`src/design/sha224_pkg.sv`:
```
// shared types, constants and the rotate helper for the sha-224 stream hasher
package sha224_pkg;

    localparam logic [31:0] IV [0:7] = '{
        32'hc1059ed8, 32'h367cd507, 32'h3070dd17, 32'hf70e5939,
        32'hffc00b31, 32'h68581511, 32'h64f98fa7, 32'hbefa4fa4
    };

    localparam logic [7:0] PAD_BYTE = 8'b10000000;
    localparam int QUEUE_DEPTH = 2;

    localparam logic [31:0] K [0:63] = '{
        32'h428a2f98, 32'h71374491, 32'hb5c0fbcf, 32'he9b5dba5,
        32'h3956c25b, 32'h59f111f1, 32'h923f82a4, 32'hab1c5ed5,
        32'hd807aa98, 32'h12835b01, 32'h243185be, 32'h550c7dc3,
        32'h72be5d74, 32'h80deb1fe, 32'h9bdc06a7, 32'hc19bf174,
        32'he49b69c1, 32'hefbe4786, 32'h0fc19dc6, 32'h240ca1cc,
        32'h2de92c6f, 32'h4a7484aa, 32'h5cb0a9dc, 32'h76f988da,
        32'h983e5152, 32'ha831c66d, 32'hb00327c8, 32'hbf597fc7,
        32'hc6e00bf3, 32'hd5a79147, 32'h06ca6351, 32'h14292967,
        32'h27b70a85, 32'h2e1b2138, 32'h4d2c6dfc, 32'h53380d13,
        32'h650a7354, 32'h766a0abb, 32'h81c2c92e, 32'h92722c85,
        32'ha2bfe8a1, 32'ha81a664b, 32'hc24b8b70, 32'hc76c51a3,
        32'hd192e819, 32'hd6990624, 32'hf40e3585, 32'h106aa070,
        32'h19a4c116, 32'h1e376c08, 32'h2748774c, 32'h34b0bcb5,
        32'h391c0cb3, 32'h4ed8aa4a, 32'h5b9cca4f, 32'h682e6ff3,
        32'h748f82ee, 32'h78a5636f, 32'h84c87814, 32'h8cc70208,
        32'h90befffa, 32'ha4506ceb, 32'hbef9a3f7, 32'hc67178f2
    };

    // classified beat handed from the front part to the back part
    typedef struct packed {
        logic [31:0] data;
        logic [2:0]  count;   // 0..4 valid leading bytes
        logic        last;
    } item_t;

    typedef enum logic [2:0] {
        ST_IDLE,
        ST_PAD,
        ST_LEN,
        ST_COMP,
        ST_EMIT
    } state_t;

    function automatic logic [31:0] rotr(input logic [31:0] x, input int n);
        rotr = (x >> n) | (x << (32 - n));
    endfunction

endpackage

```
`src/design/sha224_front.sv`:
```
// input stage: normalises the byte count and queues beats for the core
module sha224_front (
    input  logic                clk,
    input  logic                rst_n,
    input  logic                in_valid,
    output logic                in_ready,
    input  logic [31:0]         in_data,
    input  logic [2:0]          in_count,
    input  logic                in_last,
    output logic                q_valid,
    input  logic                q_ready,
    output sha224_pkg::item_t   q_item
);

    sha224_pkg::item_t slot_reg [0:sha224_pkg::QUEUE_DEPTH-1];
    logic [0:0] wr_ptr_reg, rd_ptr_reg;
    logic [1:0] level_reg;
    sha224_pkg::item_t item;
    logic push, pop;

    always_comb
    begin
        item.data  = in_data;
        item.last  = in_last;
        item.count = (!in_last || in_count > 3'd4) ? 3'd4 : in_count;
    end

    assign in_ready = (level_reg != 2'(sha224_pkg::QUEUE_DEPTH));
    assign q_valid  = (level_reg != 2'd0);
    assign q_item   = slot_reg[rd_ptr_reg];
    assign push     = in_valid && in_ready;
    assign pop      = q_valid && q_ready;

    always_ff @(posedge clk)
    begin
        if (push)
            slot_reg[wr_ptr_reg] <= item;
    end

    always_ff @(posedge clk or negedge rst_n)
    begin
        if (!rst_n)
        begin
            wr_ptr_reg <= '0;
            rd_ptr_reg <= '0;
            level_reg  <= '0;
        end
        else
        begin
            if (push)
                wr_ptr_reg <= wr_ptr_reg + 1'b1;
            if (pop)
                rd_ptr_reg <= rd_ptr_reg + 1'b1;
            level_reg <= level_reg + 2'(push) - 2'(pop);
        end
    end

    a_level_bound: assert property (@(posedge clk) disable iff (!rst_n)
        level_reg <= 2'(sha224_pkg::QUEUE_DEPTH))
        else $error("queue level out of range");
    a_no_pop_empty: assert property (@(posedge clk) disable iff (!rst_n)
        (level_reg == 2'd0) |-> !pop)
        else $error("pop from empty queue");
    a_count_norm: assert property (@(posedge clk) disable iff (!rst_n)
        push |-> (item.count <= 3'd4))
        else $error("count not normalised");

endmodule

```
`config.mk`:
```
export PLATFORM = sky130hd
export DESIGN_NAME = sha224_front
export DESIGN_NICKNAME = d
export VERILOG_FILES = /design/src/design/sha224_pkg.sv /design/src/design/sha224_front.sv
export SDC_FILE = /design/constraint.sdc
export NUM_CORES = 1
export LEC_CHECK = 0
export BUFFER_PORTS_ARGS = -buffer_cell sky130_fd_sc_hd__buf_2
export CAP_MARGIN = 20
export CORE_MARGIN = 10
export CORE_UTILIZATION = 51
export CTS_CLUSTER_DIAMETER = 40
export CTS_CLUSTER_SIZE = 28
export DETAILED_ROUTE_END_ITERATION = 8
export GPL_TIMING_DRIVEN = 0
export PLACE_DENSITY = 0.78
export SYNTH_ARGS = -nofsm -noshare
export SYNTH_HDL_FRONTEND = slang
export SYNTH_SLANG_ARGS = --single-unit
```
`constraint.sdc`:
```
create_clock -name clk -period 3.22 [get_ports clk]
set_input_delay 0.322 -clock clk [delete_from_list [all_inputs] [get_ports clk]]
set_output_delay 0.322 -clock clk [all_outputs]
set_load 0.02 [all_outputs]
```
==> implementation parameters, run 1 <==
Parameter                              Value

Outcome
  Result of the run    finished, final reports clean

Power
  PD cells    918.4 mW/mm2
  Relative contribution of sequential cells to total power    43.7%
  Fraction of power spent switching nets    33.03%
  Sw power    0.001075 W
  P_leak    1.353 nW
  Tot Pwr    0.003255 W
  Comb power frac    35.8%
  Part of the total power dissipated in the clock network    20.5%
  Peak supply drop    0.0005890 V
  Internal power    0.002180 W

Clocking
  CTS tree    done
  TritonCTS buffer count    9
  Root buffer selected by CTS    sky130_fd_sc_hd__clkbuf_8
  Number of buffers on the longest clock path    2
  Clock insertion delay at the later pin of the skew report    0.34 ns
  Clock transition at the registers of the reported paths    0.07 ns
  Number of clock sinks    76
  CTS H-tree lvls    3
  Number of post-CTS setup repair buffers    0

Worst setup path
  Max incr delay on CP    0.35 ns
  Largest fanout on the critical path    10
  Crit path buf inv count    3
  Data arrival time of the critical path    1.54 ns
  Cell Chain, Critical Path    buf_4 -> buf_6 -> mux2_2 -> buf_2
  Startpoint Class    flip-flop
  Endpoint kind of the worst setup timing path    output port
  Family with the most delay on the worst path    buffers and inverters
  Path type of the worst setup path    reg -> out
  Worst endpoint required time    2.90 ns
  Slowest stage cell, crit path    sky130_fd_sc_hd__mux2_2

Die
  Site row count    27
  Effective utilization at floorplan    52.06%
  Core area    0.005473 mm2
  Number of primary I/O pins    78
  Die Ht    94.74 um
  Die span in x    94.74 um
  Die area    0.008976 mm2

Drt
  Routed wire length    5256 um
  Final routed DRC violation total    0
  Detailed router's first-iteration violation count    68
  Routed len/inst    17.18 um
  Via count    1,521
  Number of detailed-route iterations in the first pass    4
  Vias per cell    4.971
  Number of nets still failing antenna checks after routing    0

Flow run
  Max-Cap Viols    0

STA
  Setup ws final    1.358 ns
  Total count of max-transition violations in the final report    0
  RSZ-0062 raised after global routing    false
  Hold violation total from the final report    0
  Setup tns final    0 ns
  Fin crit share    57.83%
  Final period demand of the worst path    1.862 ns
  Finish-stage setup viols    0
  Max Freq    537.0 MHz
  Worst Tran Pin Value    0.8769 ns
  Max transition margin    41.54%
  Final Skew    0.005166 ns

Logic synthesis
  Post-Synthesis Cell Area    0.002849 mm2
  Net count of the mapped netlist    180
  Number of warnings reported in the yosys synthesis log    0
  Synth Register Bits    76
  Part of the Yosys area used for sequential elements    79.40%
  Yosys top cell area share    75.89%
  Post-synthesis instance total    139
  Avg Synthesized Cell Area    20.50 um2
  Synth area leader    sky130_fd_sc_hd__edfxtp_1
  Top cells by area in the synthesized netlist    sky130_fd_sc_hd__edfxtp_1, sky130_fd_sc_hd__mux2_2, sky130_fd_sc_hd__dfrtp_1
  Unique masters post-synth    19

Layout
  Growth of design area from synthesis to finish    24.42%
  Number of nets in the final layout    270
  Number of antenna cells inserted    0
  Most frequent standard cell in the layout excluding fill and tap cells    sky130_fd_sc_hd__buf_2
  Commonest cells after routing, fill and taps aside    sky130_fd_sc_hd__buf_2, sky130_fd_sc_hd__edfxtp_1, sky130_fd_sc_hd__mux2_2
  Share of layout cells above drive strength 1    56.84%
  Max reg flops    72

GRT
  Maximum number of pins on one net before global-route repair    37
  Number of global-route vias before repair    1,640
  First-pass GRT wire length    7969 um
  Antenna violations before repair    0
  Overall global routing resource usage    11.97%
  Overflow left after global routing    0

Worst hold path
  HP Class    in -> reg

Placement
  Post-DP HPWL    3633 um
  Placer's final routability congestion estimate    0.7186
  Input/output buffers    77
  Worst setup slack before clock tree synthesis    1.396 ns
worst reg2reg max path, cell delays in order (launching register included):
cell and delay (ns):
sky130_fd_sc_hd__dfrtp_1 0.45, sky130_fd_sc_hd__nand2b_1 0.19, sky130_fd_sc_hd__and3_2 0.79
Yosys cell counts:
| cell | number |
|---|---|
| sky130_fd_sc_hd__buf_6 | 3 |
| sky130_fd_sc_hd__nand2_1 | 2 |
| sky130_fd_sc_hd__and3_1 | 1 |
| sky130_fd_sc_hd__dfrtp_1 | 4 |
| sky130_fd_sc_hd__nand2b_1 | 2 |
| sky130_fd_sc_hd__edfxtp_1 | 72 |
| sky130_fd_sc_hd__buf_4 | 1 |
| sky130_fd_sc_hd__ha_1 | 1 |
| sky130_fd_sc_hd__a21bo_1 | 1 |
| sky130_fd_sc_hd__nand3_1 | 1 |
| sky130_fd_sc_hd__nor2b_1 | 1 |
| sky130_fd_sc_hd__xnor2_1 | 3 |
| sky130_fd_sc_hd__inv_1 | 2 |
| sky130_fd_sc_hd__a32oi_1 | 1 |
| sky130_fd_sc_hd__o21ai_0 | 1 |
| sky130_fd_sc_hd__mux2_2 | 36 |
| sky130_fd_sc_hd__a211oi_1 | 1 |
| sky130_fd_sc_hd__or2_2 | 1 |
| sky130_fd_sc_hd__nor2_1 | 5 |
power groups by stage:
stage	Combinational [W]	Sequential, W	Clock [W]
floorplan	0.000817	0.00143	0
global placement	0.00115	0.00144	0
detailed placement	0.00118	0.00145	0
CTS	0.00119	0.00143	0.000679
global route	0.00126	0.00145	0.000722
finish	0.00116	0.00142	0.000668
through the flow:
step           hold WS [ns]  utilization (%)  instances  cell area, um2
3_5_place_dp         0.1377            61.27        289            3353
5_1_grt              0.1427            64.77        306            3545
6_report             0.1626            64.77        306            3545
3_3_place_gp         0.1355            60.75        288            3324
2_1_floorplan       0.02641                -        139            2849
4_1_cts              0.1519            64.77        306            3545
layout make-up:
| cell class | instances | area, um2 |
|---|---|---|
| flip-flops and latches | 76 | 2262 |
| fillers | 429 | 1928 |
| multi-input cells | 57 | 546.8 |
| repair buffers | 79 | 415.4 |
| clock buffers | 9 | 123.9 |
| well taps | 72 | 90.09 |
| clock inverters | 7 | 57.56 |
| plain buffers | 4 | 41.29 |
| inverters | 2 | 7.507 |
logic make-up (layout without fill, tap and decap cells):
| group | Yosys count | in the layout | share of synthesized area, % |
|---|---|---|---|
| muxes | 36 | 36 | 14.23 |
| buffers and inverters | 6 | 101 | 1.713 |
| DFF | 76 | 76 | 79.40 |
| and+or+nand+nor | 13 | 13 | 2.196 |
| adders and majority gates | 1 | 1 | 0.4391 |
| AOI/OAI and AO/OA | 4 | 4 | 1.098 |
| xor gates and xnor gates | 3 | 3 | 0.9224 |
worst paths after layout:
kind | startpoint | endpoint | slack, ns | cells past startpoint
min | in_data[8] | slot_reg[1][12]$_DFFE_PP_ | 0.16 | 1
max in group asynchronous | rst_n | rd_ptr_reg$_DFFE_PN0P_ | 2.78 | 2
max reg2reg | level_reg[0]$_DFF_PN0_ | slot_reg[1][0]$_DFFE_PP_ | 1.39 | 2
min reg2reg | wr_ptr_reg$_DFFE_PN0P_ | wr_ptr_reg$_DFFE_PN0P_ | 0.55 | 1
min in group asynchronous | rst_n | level_reg[1]$_DFF_PN0_ | 0.32 | 2
max | rd_ptr_reg$_DFFE_PN0P_ | q_item[9] | 1.36 | 4
routing by layer:
layer	vias to the layer above	share of wire [%]	track usage [%]	wire length [um]
li1	718	-	-	-
met1	734	40	12.86	2085
met2	64	49	19.11	2555
met3	5	11	7.216	559
met4	0	1.0	4.364	55
met5	-	0	0	0
timing repair:
action / in CTS / in global routing
endpoints found under the hold margin: 4 / 0
setup endpoints to repair: 0 / 0
hold buffers: 1 / 0
resized for setup: 0 / 0
No activity file was read; power rests on OpenSTA's default activity.
==> run 2, diff against run 1 <==
Clock period 3.22 ns to 1.9 ns, I/O delays scaled along.
==> run 2 against run 1 <==
Wire length is 0.93% lower. Design area is 1.0% lower. Non-clock buffer count is 1 lower. Clock-buffer cell count is 3 higher. Register-to-register slack worse by 1.2 ns. Sequential cell count stayed put. Critical path depth stayed put. Sequential share of layout area is 0.66 points higher. Via count is 0.33% lower. First-iteration DRC count is 25% lower. Power is 64% higher. Critical endpoint is now q_item[29]. Largest cell class unchanged.
==> implementation parameters, run 2 (synthesis results as in run 1) <==
Parameter                              Value

Outcome
  Result of the run    finished, final reports clean

Layout
  Final Instance Area    0.003508 mm2 (-1.0%)
  Share of layout cells above drive strength 1    57.08% (+0.24 points)
  Most frequent standard cell in the layout excluding fill and tap cells    sky130_fd_sc_hd__buf_2
  Number of antenna cells inserted    0 (unchanged)
  Commonest cells after routing, fill and taps aside    sky130_fd_sc_hd__buf_2, sky130_fd_sc_hd__edfxtp_1, sky130_fd_sc_hd__mux2_2
  Growth of design area from synthesis to finish    23.14%
  Max reg flops    72 (unchanged)
  Number of nets in the final layout    270 (unchanged)

Worst setup path
  Startpoint Class    flip-flop
  Data arrival time of the critical path    1.53 ns (about the same)
  Path type of the worst setup path    reg -> out
  Endpoint kind of the worst setup timing path    output port
  Largest fanout on the critical path    10 (unchanged)
  Worst endpoint required time    1.71 ns (-1.19 ns)

STA
  Final Skew    0.004006 ns (-0.001160 ns)
  Fin crit share    90.42%
  Final period demand of the worst path    1.718 ns
  Total count of max-transition violations in the final report    0 (unchanged)
  RSZ-0062 raised after global routing    false
  Hold violation total from the final report    0 (unchanged)
  Max transition margin    60.83% (+19 points)
  Post-route worst hold slack    0.04793 ns (-0.1146 ns)
  Worst Tran Pin Value    0.5862 ns (-0.2908 ns)
  Finish-stage setup viols    0 (unchanged)
  Max Freq    582.1 MHz

Flow run
  Max-Cap Viols    0 (unchanged)

Drt
  Number of detailed-route iterations in the first pass    4 (unchanged)
  Final routed DRC violation total    0 (unchanged)
  Via count    1,516 (-0.33%)
  Number of nets still failing antenna checks after routing    0 (unchanged)
  Vias per cell    4.970 (about the same)
  Detailed router's first-iteration violation count    51 (-25%)
  Routed wire length    5207 um (-0.93%)
  Routed len/inst    17.07 um (-0.61%)

Power
  Peak supply drop    0.0008317 V (+41%)
  PD cells    1524 mW/mm2 (+66%)
  P_leak    1.337 nW (-1.2%)

GRT
  Overall global routing resource usage    12.03% (+0.056 points)
  GR Layer Usage met3    6.027% (-1.2 points)
  First-pass GRT wire length    8073 um (+1.3%)
  Overflow left after global routing    0 (unchanged)
  Met2 routing resource usage after global routing    20.19% (+1.1 points)
  Antenna violations before repair    0 (unchanged)
  Grt met1 use    12.03% (-0.83 points)
  Number of global-route vias before repair    1,714 (+4.5%)
  Most utilized layer in the global route result    met2
  Maximum number of pins on one net before global-route repair    37 (unchanged)

Clocking
  CTS H-tree lvls    3 (unchanged)
  Root buffer selected by CTS    sky130_fd_sc_hd__clkbuf_8
  Clock insertion delay at the later pin of the skew report    0.33 ns (about the same)
  TritonCTS buffer count    9 (unchanged)
  CTS tree    done
  Number of clock sinks    76 (unchanged)
  Clock transition at the registers of the reported paths    0.07 ns (about the same)
  Number of post-CTS setup repair buffers    0 (unchanged)
  Number of buffers on the longest clock path    2 (unchanged)

Placement
  Post-DP HPWL    3575 um (-1.6%)
  Cell area after placement    0.003333 mm2 (-0.60%)
  Placer's final routability congestion estimate    0.6922 (-3.7%)
  Input/output buffers    77 (unchanged)

Die
  Die span in x    94.74 um (unchanged)
  Die area    0.008976 mm2 (unchanged)
  Site row count    27 (unchanged)
  Number of primary I/O pins    78 (unchanged)
  Core area    0.005473 mm2 (unchanged)
  Effective utilization at floorplan    52.06% (unchanged)
  Die Ht    94.74 um (unchanged)

Worst hold path
  HP Class    in -> reg
run 2: cell types whose count changed in the layout (fill, tap and decap cells not counted), sizes merged:
cell      previous run  this run
buf                 82        81
bufinv               1         0
nor2                 5         6
clkbuf               9        12
clkinv               5         3
clkinvlp             1         0
run 2: final cells by class:
type                            instances  area (um2)
Sequential cell                        76        2262
Clock inverter                          3       15.01
Clock buffer                           12       135.1
Buffer                                  4       41.29
Timing Repair Buffer                   78       395.4
Inverter                                2       7.507
Fill cell                             418        1964
Multi-Input combinational cell         58       561.8
Tap cell                               72       90.09
run 2: metal layers:
metal | vias up | wire length, um
li1 | 717 | -
met1 | 733 | 2077
met2 | 60 | 2562
met3 | 6 | 524
met4 | 0 | 42
met5 | - | 0
run 2: path summary, 6_finish.rpt:
kind / to / cells past startpoint / from / slack [ns]
max: q_item[29] / 4 / rd_ptr_reg$_DFFE_PN0P_ / 0.18
min: slot_reg[1][33]$_DFFE_PP_ / 1 / in_data[29] / 0.05
max reg2reg: slot_reg[0][16]$_DFFE_PP_ / 3 / level_reg[0]$_DFF_PN0_ / 0.22
min reg2reg: level_reg[0]$_DFF_PN0_ / 1 / level_reg[0]$_DFF_PN0_ / 0.61
max in group asynchronous: rd_ptr_reg$_DFFE_PN0P_ / 2 / rst_n / 1.58
min in group asynchronous: level_reg[0]$_DFF_PN0_ / 2 / rst_n / 0.20
run 2: power breakdown:
group | leakage (nW) | internal (W) | switching (W)
combinational | 0.540 | 0.000797 | 0.00117
clock | 0.0800 | 0.000461 | 0.000499
sequential | 0.717 | 0.00230 | 0.000125
total | 1.34 | 0.00355 | 0.00179
run 2: timing repair:
item,in CTS,in global routing
gates cloned,1,0
endpoints found under the hold margin,4,0
gates resized for setup,1,1
setup endpoints to repair,36,4
hold buffers,1,0
run 2: critical path, cell delays in order (launching register included):
cell                      delay, ns
sky130_fd_sc_hd__dfrtp_1       0.32
sky130_fd_sc_hd__buf_4         0.19
sky130_fd_sc_hd__buf_6         0.17
sky130_fd_sc_hd__mux2_2        0.35
sky130_fd_sc_hd__buf_2         0.16
run 2: stage by stage:
stage / worst slack (ns) / power (W) / std cells / util (%) / setup TNS (ns)
after floorplan: 0.1131 / 0.003807 / 139 / - / 0
after CTS: 0.1127 / 0.005436 / 305 / 64.04 / 0
final: 0.1820 / 0.005346 / 305 / 64.11 / 0
after detailed placement: -0.07722 / 0.004434 / 288 / 60.91 / -2.718
after global placement: -0.04711 / 0.004388 / 288 / 60.91 / -1.642
after global routing: 0.06912 / 0.005657 / 305 / 64.11 / 0
